$ cat config.mk
export PLATFORM = sky130hd
export DESIGN_NAME = skpl_fifo
export DESIGN_NICKNAME = d
export VERILOG_FILES = /design/src/design/skpl_fifo.sv
export SDC_FILE = /design/constraint.sdc
export NUM_CORES = 1
export LEC_CHECK = 0
export BUFFER_PORTS_ARGS = -buffer_cell sky130_fd_sc_hd__clkbuf_2
export CAP_MARGIN = 20
export CELL_PAD_IN_SITES_DETAIL_PLACEMENT = 1
export CELL_PAD_IN_SITES_GLOBAL_PLACEMENT = 2
export CORE_MARGIN = 2
export CORE_UTILIZATION = 42
export CTS_BUF_LIST = sky130_fd_sc_hd__clkbuf_16
export CTS_CLUSTER_DIAMETER = 80
export DETAILED_ROUTE_END_ITERATION = 10
export PLACE_DENSITY = 0.92
export SETUP_SLACK_MARGIN = 0.05
export SLEW_MARGIN = 20
export SYNTH_ARGS = -nofsm -noshare
export SYNTH_HDL_FRONTEND = slang
export SYNTH_SLANG_ARGS = --single-unit
$ cat constraint.sdc
create_clock -name i_clk -period 7.98 [get_ports i_clk]
set_input_delay 1.995 -clock i_clk [delete_from_list [all_inputs] [get_ports i_clk]]
set_output_delay 1.995 -clock i_clk [all_outputs]
set_load 0.01 [all_outputs]
$ cat src/design/skpl_fifo.sv
// two-entry item queue between front and back
module skpl_fifo #(
    parameter int WIDTH = 62
) (
    input  logic             i_clk,
    input  logic             i_rst_n,
    input  logic             i_push,
    output logic             o_full,
    input  logic [WIDTH-1:0] i_data,
    input  logic             i_pop,
    output logic             o_empty,
    output logic [WIDTH-1:0] o_data
);
    logic [WIDTH-1:0] r_mem [2];
    logic             r_wp;
    logic             r_rp;
    logic [1:0]       r_cnt;
    logic             w_wr;
    logic             w_rd;

    assign o_full  = (r_cnt == 2'd2);
    assign o_empty = (r_cnt == 2'd0);
    assign o_data  = r_mem[r_rp];
    assign w_wr    = i_push && !o_full;
    assign w_rd    = i_pop && !o_empty;

    always_ff @(posedge i_clk) begin
        if (w_wr) r_mem[r_wp] <= i_data;
    end

    always_ff @(posedge i_clk) begin
        if (!i_rst_n) begin
            r_wp  <= 1'b0;
            r_rp  <= 1'b0;
            r_cnt <= 2'd0;
        end else begin
            if (w_wr) r_wp <= ~r_wp;
            if (w_rd) r_rp <= ~r_rp;
            r_cnt <= r_cnt + 2'(w_wr) - 2'(w_rd);
        end
    end

endmodule

==> results of run 1 <==
worst max-delay path, stage by stage, from the launching register on:
cell	delay, ns
dfxtp_4	0.74
buf_12	0.32
mux2_4	0.33
clkbuf_2	0.13
cell families (layout without fill, tap and decap cells):
kind of cell | Yosys count | in the layout
compound gates | 1 | 1
xor+xnor | 2 | 2
fa+ha+maj | 2 | 2
buf+inv | 10 | 167
flops | 129 | 129
mux | 63 | 63
simple gates | 13 | 13
state kept, by name, summed over array words and instances (netlist names), named ones only:
name   flops
r_wp       1
r_mem    124
r_rp       1
r_cnt      2
stage by stage:
step	hold WS, ns	utilization
2_1_floorplan	0.4549	-
3_3_place_gp	0.4936	0.4978
3_5_place_dp	0.5086	0.4978
4_1_cts	0.5246	0.5434
5_1_grt	0.5645	0.5451
6_report	0.5176	0.5451
power breakdown:
part	switching (W)	internal (W)
Combinational	0.000258	0.000295
Sequential	0.0000653	0.000876
Clock	0.000267	0.000392
Total	0.000591	0.00156
layout by cell type, fill, tap and decap left out:
master and instances:
and2_1 2, and3_2 1, buf_12 1, buf_4 2, clkbuf_16 17, clkbuf_2 129
clkinv_2 6, clkinv_4 4, clkinvlp_4 4, dfxtp_1 4, dfxtp_4 1, edfxtp_1 124
ha_1 2, inv_1 4, mux2_2 2, mux2_4 60, mux2i_1 1, nand2_1 2
nand2b_1 2, nor2_1 4, nor2_4 1, nor3_1 1, o21a_1 1, xnor2_1 1
xor2_1 1
layer usage:
| metal | GRT usage | vias up | routed length, um |
|---|---|---|---|
| met5 | 0 | - | 0 |
| met4 | 0.05041 | 0 | 84 |
| met3 | 0.05303 | 6 | 519 |
| met2 | 0.2543 | 82 | 4651 |
| met1 | 0.1516 | 1186 | 3445 |
| li1 | - | 1155 | - |
cell type report:
| class | count | area (um2) | share of cell area |
|---|---|---|---|
| repair buffers | 132 | 680.7 | 0.1084 |
| well taps | 143 | 178.9 | 0.02850 |
| clock buffers | 17 | 425.4 | 0.06777 |
| flip-flops and latches | 129 | 3827 | 0.6097 |
| multi-input cells | 81 | 1055 | 0.1680 |
| clock inverters | 15 | 98.84 | 0.01575 |
| inverters | 3 | 11.26 | 0.001794 |
final timing paths:
kind,endpoint,start,slack [ns]
max,o_data[55],flip-flop,4.04
min,r_rp,r_rp,0.52
max reg2reg,r_mem[0][22],r_cnt[0],5.57
min reg2reg,r_rp,r_rp,0.52
==> flow_summary.yaml, run 1 <==
yosys:
  netlist_top_cells_area: "edfxtp_1 (74%), mux2_4 (18%), buf_12 (2.4%)"
  synth_edf_count: 124
  synth_compound_area_frac: 0.001498
  syn_nets: 288
  async_reset_ff_frac: 0
  synth_xor_area_frac: 0.003495
  syn-instance-count: 220
  ys_types: 18
  synthTopCellsByCount: "edfxtp_1 (124), mux2_4 (60), buf_12 (6)"
  syn-cell-area_um2: 5012
  ys_ff_latch: 129
  yosysTopAreaCell: "edfxtp_1"
  muxShareOfSynthArea: 0.1862
  syn_avg_cell_area_um2: 22.78
  yosys.area_share.simple: 0.01248
  synth_top_area_frac: 0.7429
  yosysSeqAreaShare: 0.7629
  yosys_warnings: 0
  synthAdderAreaFrac: 0.004993
  yosysMostFrequentCell: "edfxtp_1"
  synthFlopType: "edfxtp_1"
  synth_top_family_by_area: "multiplexers"
routing:
  routed_wl_um: 8701
  drcViolationCount: 8
  vias: 2429
  firstDrtPassIters: 7
  wl_per_cell_um: 16.73
  via_per_inst: 4.671
  ant_nets: 0
  drtIter0Drc: 84
critical_path:
  worstPathArrival_ns: 1.95
  cp-end-kind: "primary output"
  rr_worst_depth: 4
  critPathLaunchType: "flip-flop"
  worstSetupPathType: "flip-flop to primary output"
  critPathRequiredTime_ns: 5.99
  worstPathMaxFanout: 32
floorplanning:
  core_area_um2: 11520
  rows: 39
  die_h_um: 113.2
  start_util: 0.4352
  die_x_um: 113.2
  die-area_um2: 12820
  io_pins: 130
cells_and_area:
  syn2layout_area_growth_pct: 25.24
  drive_above_1_share: 0.6048
  fin_nets: 432
  finalInstanceArea_um2: 6277
  insertedDiodeCount: 0
  fin_cells: 520
  fillCellCount: 1056
timing:
  slew_headroom: 0.3345
  clock.fmax_ghz: 0.2537
  rsz0062_at_grt: "no"
  period_share: 0.4939
  setup_viol: 0
  finalHoldViolCount: 0
  period_needed_ns: 3.941
  worst-slew-pin-transition_ns: 0.9958
  post-route-worst-setup-slack_ns: 4.039
  skew_ns: 0.005957
  timing.setup.tns_ns: 0
  report.final.slew_viol_count: 0
placement:
  place_hpwl_um: 5787
  dpl.cell_count: 487
  postPlaceCellArea_um2: 5733
  routabilityCongestion: 0.7147
  port_buffers: 129
  dp_slack_ns: 4.003
global_routing:
  grt_overflow: 0
  grt_start_max_net_pins: 63
  grt_antenna_before_repair: 0
  grt_pass1_vias: 2668
  track_usage: 0.1412
  grt_first_pass_wirelength_um: 13400
power_and_ir_drop:
  total_power_w: 0.002154
  vdd_ir_drop_max_mv: 0.1629
  p_leak_nw: 2.533
  p_per_area_nw_per_um2: 343.2
status:
  violations: "DRC"
  status: "finished with violations"
clock_network:
  cts.htree.levels: 4
  cts_resized: 0
  cts_setup_buffers: 0
  path_clk_slew_ns: 0.05
  cts_hold_buf: 0
  cts.path.max_buffers: 2
  cts_tree: "done"
  cts-root-buf: "clkbuf_16"
  numCtsBuffers: 17
  clock_latency_ns: 0.39
  clock-sinks: 129
job:
  maxCapViolations: 0
min_path:
  hold_path_class: "flip-flop to flip-flop"
  min_path_cells: 2
No activity file was read; power rests on OpenSTA's default activity.
==> run 2, diff against run 1 <==
CORE_UTILIZATION = 35   (was 42)
PLACE_DENSITY = 0.82   (was 0.92)
clock period = 3.2 ns   (was 7.98 ns; I/O delays follow)
==> flow_summary.yaml, run 2 (synthesis gave the netlist of run 1 again) <==
clock_network:
  cts_setup_buffers: 0
  cts_tree: "done"
  cts.path.max_buffers: 2
  clock_latency_ns: 0.40
  cts_hold_buf: 0
  cts_resized: 0
  cts-root-buf: "clkbuf_16"
  clock-sinks: 129
  cts.htree.levels: 4
  path_clk_slew_ns: 0.05
  numCtsBuffers: 17
placement:
  place_hpwl_um: 6263
  routabilityCongestion: 0.6771
  port_buffers: 129
timing:
  skew_ns: 0.006339
  timing.setup.tns_ns: 0
  rsz0062_at_grt: "no"
  period_share: 0.8387
  slew_headroom: 0.6731
  setup_viol: 0
  clock.fmax_ghz: 0.3726
  period_needed_ns: 2.684
  finalHoldViolCount: 0
  worst-slew-pin-transition_ns: 0.4903
  report.final.slew_viol_count: 0
floorplanning:
  start_util: 0.3597
  io_pins: 130
  die_x_um: 123.7
  rows: 43
  die-area_um2: 15290
  core_area_um2: 13930
  die_h_um: 123.7
cells_and_area:
  insertedDiodeCount: 0
  fin_nets: 433
  regMostFlops: "r_mem"
  largest_reg_flops: 124
  top_regs: "r_mem x124, r_cnt x2"
  syn2layout_area_growth_pct: 27.38
  final_common_cell: "clkbuf_2"
  drive_above_1_share: 0.5952
  fillCellCount: 1353
  most-common-layout-cells: "clkbuf_2 (129), edfxtp_1 (124), mux2_4 (60), clkbuf_16 (17)"
  final_core_util: 0.4582
min_path:
  hold_path_class: "flip-flop to flip-flop"
critical_path:
  cp_slowest_cell: "dfxtp_4"
  critPathLaunchType: "flip-flop"
  critPathRequiredTime_ns: 2.40
  worstPathArrival_ns: 1.88
  path_cells: "buf_4 > mux2_4 > clkbuf_2"
  cp-end-kind: "primary output"
  worstSetupPathType: "flip-flop to primary output"
  cpPeakStageDelay_ns: 0.65
  worstPathMaxFanout: 26
global_routing:
  track_usage: 0.1282
  grt-busiest-layer: "met2"
  grt_pass1_vias: 2756
  grt_antenna_before_repair: 0
  grt_first_pass_wirelength_um: 13960
  met1_usage: 0.1313
  use_met2: 0.2304
  grt_start_max_net_pins: 63
  use_met3: 0.04029
  grt_overflow: 0
routing:
  drcViolationCount: 0
  ant_nets: 0
  routed_wl_um: 9288
  via_per_inst: 4.414
  vias: 2463
  wl_per_cell_um: 16.65
  firstDrtPassIters: 4
  drtIter0Drc: 96
status:
  status: "finished clean"
power_and_ir_drop:
  p_leak_nw: 2.567
  p_per_area_nw_per_um2: 864.9
  vdd_ir_drop_max_mv: 0.4092
job:
  maxCapViolations: 0
run 2: cell count changes in the layout (fill, tap and decap cells not counted):
cell and delta:
clkinv_1 +3, inv_1 +1, buf_4 -1, clkinv_2 -1, clkinvlp_4 -2, bufinv_16 +2
buf_12 +2, clkinv_4 -3
run 2: area by class of cell:
type                       count  area [um2]  share of cell area
sequential                   129        3827              0.5995
multi-input combinational     81        1055              0.1652
timing repair buffer         133       713.2              0.1117
clock buffer                  17       425.4             0.06663
tap                          180       225.2             0.03527
clock inverter                15       127.6             0.01999
inverter                       3       11.26            0.001764
run 2: through the flow:
step | std cells | setup WS, ns | power [W] | instance area (um2) | hold slack [ns]
6_report | 558 | 0.5161 | 0.005522 | 6385 | 0.5141
4_1_cts | 558 | 0.4483 | 0.005630 | 6385 | 0.5260
5_1_grt | 558 | 0.3961 | 0.005822 | 6385 | 0.5600
3_3_place_gp | 526 | 0.9299 | 0.003781 | 5832 | 0.4955
2_1_floorplan | 220 | 0.2663 | 0.003395 | 5015 | 0.4660
3_5_place_dp | 526 | 0.8925 | 0.003840 | 5832 | 0.5137
run 2: final timing paths:
| kind | start | endpoint | cells after the start | slack, ns |
|---|---|---|---|---|
| setup / recovery | flip-flop | o_data[1] | 3 | 0.52 |
| hold / removal | r_rp | flip-flop | 2 | 0.51 |
| setup reg to reg | r_cnt[0] | r_cnt[1] | 8 | 1.45 |
| hold reg to reg | r_rp | flip-flop | 2 | 0.51 |
run 2: power breakdown:
group          switching (W)  total [W]  internal (W)
Combinational       0.000667    0.00142      0.000756
Sequential          0.000146    0.00233       0.00218
Clock               0.000647    0.00177       0.00112
Total                0.00146    0.00552       0.00406
run 2: layer usage:
| metal | up-vias | wire length [um] | share of wire |
|---|---|---|---|
| li1 | 1152 | - | - |
| met1 | 1214 | 3538 | 0.38 |
| met2 | 79 | 5003 | 0.54 |
| met3 | 18 | 525 | 0.057 |
| met4 | 0 | 221 | 0.024 |
| met5 | - | 0 | 0 |
run 2: critical path: cells and delay by family (launching register included):
kind     cells  cell delay [ns]
buf+inv      2             0.48
flops        1             0.65
mux          1             0.32
==> run 3, diff against run 2 <==
ABC_AREA = 1   (was default)
PLACE_DENSITY = 0.83   (was 0.82)
clock period = 2.3 ns   (was 3.2 ns; I/O delays follow)
==> flow_summary.yaml, run 3 <==
power_and_ir_drop:
  netSwitchingFraction: 0.2524
  intPower_w: 0.005668
  combPwrFrac: 0.236
  p_leak_nw: 2.615
  vdd_ir_drop_max_mv: 0.7918
  p_per_area_nw_per_um2: 1175
  pwr-share-seq: 0.408
  power_frac_clock: 0.356
  total_power_w: 0.007581
  power.net_switching_w: 0.001913
cells_and_area:
  finalInstanceArea_um2: 6451
  final_core_util: 0.4630
  syn2layout_area_growth_pct: 28.35
  insertedDiodeCount: 0
  largest_reg_flops: 124
  drive_above_1_share: 0.5806
  top_regs: "r_mem x124, r_cnt x2"
  fin_nets: 446
  final_common_cell: "clkbuf_2"
  regMostFlops: "r_mem"
  most-common-layout-cells: "clkbuf_2 (129), edfxtp_1 (124), mux2_4 (60), clkbuf_16 (17), inv_1 (10)"
  fillCellCount: 1351
routing:
  firstDrtPassIters: 4
  drcViolationCount: 0
  ant_nets: 0
  wl_per_cell_um: 15.92
  drtIter0Drc: 141
  vias: 2535
  via_per_inst: 4.440
  routed_wl_um: 9088
clock_network:
  cts-root-buf: "clkbuf_16"
  cts.htree.levels: 4
  cts_hold_buf: 0
  cts_tree: "done"
  cts.path.max_buffers: 2
  clock_latency_ns: 0.41
  path_clk_slew_ns: 0.05
  cts_resized: 0
  cts_setup_buffers: 0
  clock-sinks: 129
  numCtsBuffers: 17
placement:
  routabilityCongestion: 0.6624
  place_hpwl_um: 6193
  port_buffers: 129
  postPlaceCellArea_um2: 5851
critical_path:
  r2r_end: "r_cnt[1]"
  critPathRequiredTime_ns: 1.73
  worstPathArrival_ns: 1.53
  rr_startpoint: "r_cnt[0]"
  r2r_slack_ns: 0.72
  worstSetupPathType: "flip-flop to primary output"
  critPathLaunchType: "flip-flop"
  cp-end-kind: "primary output"
  worstPathMaxFanout: 35
  rr_worst_depth: 10
status:
  status: "finished clean"
yosys:
  synth_top_area_frac: 0.7409
  syn-cell-area_um2: 5026
  syn_nets: 299
  syn-instance-count: 231
  syn_avg_cell_area_um2: 21.76
  yosysMostFrequentCell: "edfxtp_1"
  ys_types: 12
  synthTopCellsByCount: "edfxtp_1 (124), mux2_4 (60), inv_1 (9), nand2_1 (9), nor2_1 (8)"
  netlist_top_cells_area: "edfxtp_1 (74%), mux2_4 (18%), buf_12 (2.4%)"
  ys_ff_latch: 129
  yosysSeqAreaShare: 0.7608
  synth_edf_count: 124
  synthFlopType: "edfxtp_1"
  async_reset_ff_frac: 0
  yosys_warnings: 0
  yosysTopAreaCell: "edfxtp_1"
job:
  maxCapViolations: 0
min_path:
  hp-start: "i_data[28]"
  min_to: "r_mem[1][28]"
  min_path_cells: 1
  hold_path_class: "input port to flip-flop"
global_routing:
  grt_first_pass_wirelength_um: 13660
  grt_overflow: 0
  grt_pass1_vias: 2719
  grt_start_max_net_pins: 36
  grt_antenna_before_repair: 0
  track_usage: 0.1240
timing:
  finalHoldViolCount: 0
  period_share: 0.9169
  period_needed_ns: 2.109
  worst-slew-pin-transition_ns: 0.4638
  slew_headroom: 0.6908
  setup_viol: 0
  rsz0062_at_grt: "no"
  skew_ns: 0.006757
  report.final.slew_viol_count: 0
  whs_ns: 0.3574
  timing.setup.tns_ns: 0
  clock.fmax_ghz: 0.4742
floorplanning:
  start_util: 0.3607
  die-area_um2: 15340
  io_pins: 130
  die_h_um: 123.8
  die_x_um: 123.8
  core_area_um2: 13930
  rows: 43
[run 3: cell types whose count changed in the layout (fill, tap and decap cells not counted), moves of 2 or more]
cell	delta
nand2_1	+7
inv_1	+5
nand2b_1	-2
and2_1	-2
nor2_1	+3
a21oi_1	+2
bufinv_16	+2
buf_4	+3
nand3_1	+3
[run 3: area by class of cell]
type | count | area, um2 | share of cell area
Clock buffer | 17 | 425.4 | 0.06594
Clock inverter | 15 | 175.2 | 0.02715
Inverter | 9 | 37.54 | 0.005818
Multi-Input combinational cell | 86 | 1045 | 0.1619
Sequential cell | 129 | 3827 | 0.5933
Tap cell | 180 | 225.2 | 0.03491
Timing Repair Buffer | 135 | 715.7 | 0.1109
[run 3: per-layer routing]
metal  up-vias  wire [um]  share of wire  global-route usage
li1       1179          -              -                   -
met1      1252       3547           0.39              0.1310
met2        91       4708           0.52              0.2126
met3        13        654          0.072             0.05586
met4         0        178          0.020             0.05540
met5         -          0              0                   0
[run 3: critical path: stages, from the launching register on]
cell and delay (ns):
dfxtp_4 0.37, buf_12 0.26, mux2_4 0.34, clkbuf_2 0.13
[run 3: logic make-up (layout without fill, tap and decap cells)]
kind of cell             Yosys count  after routing  synth area share
multiplexers                      62             62            0.1837
buffers and inverters             16            176           0.03286
AND/OR/NAND/NOR                   20             20           0.01568
AO/OA/AOI/OAI                      2              2          0.001992
flip-flops                       129            129            0.7608
adder cells (fa/ha/maj)            2              2          0.004978
[run 3: worst max-delay path by stage]
stage,slack (ns),startpoint,end
final,0.19,flip-flop,o_data[34]
after global routing,0.12,flip-flop,o_data[34]
after CTS,0.16,flip-flop,o_data[34]
after detailed placement,0.55,i_push,r_cnt[1]
after global placement,0.60,i_push,r_mem[0][52]
after floorplan,0.30,i_push,r_mem[0][0]
[run 3: metrics by stage]
stage               instances  setup slack [ns]
finish                    571            0.1912
global route              571            0.1233
CTS                       571            0.1589
detailed placement        539            0.5548
global placement          539            0.5988
floorplan                 231            0.2968
[run 3: power groups by stage]
stage | Sequential [W] | Clock (W) | Combinational (W)
final | 0.00309 | 0.00270 | 0.00179
after detailed placement | 0.00314 | 0 | 0.00184
after global routing | 0.00312 | 0.00288 | 0.00196
after global placement | 0.00311 | 0 | 0.00181
after floorplan | 0.00310 | 0 | 0.00133
after CTS | 0.00310 | 0.00277 | 0.00184
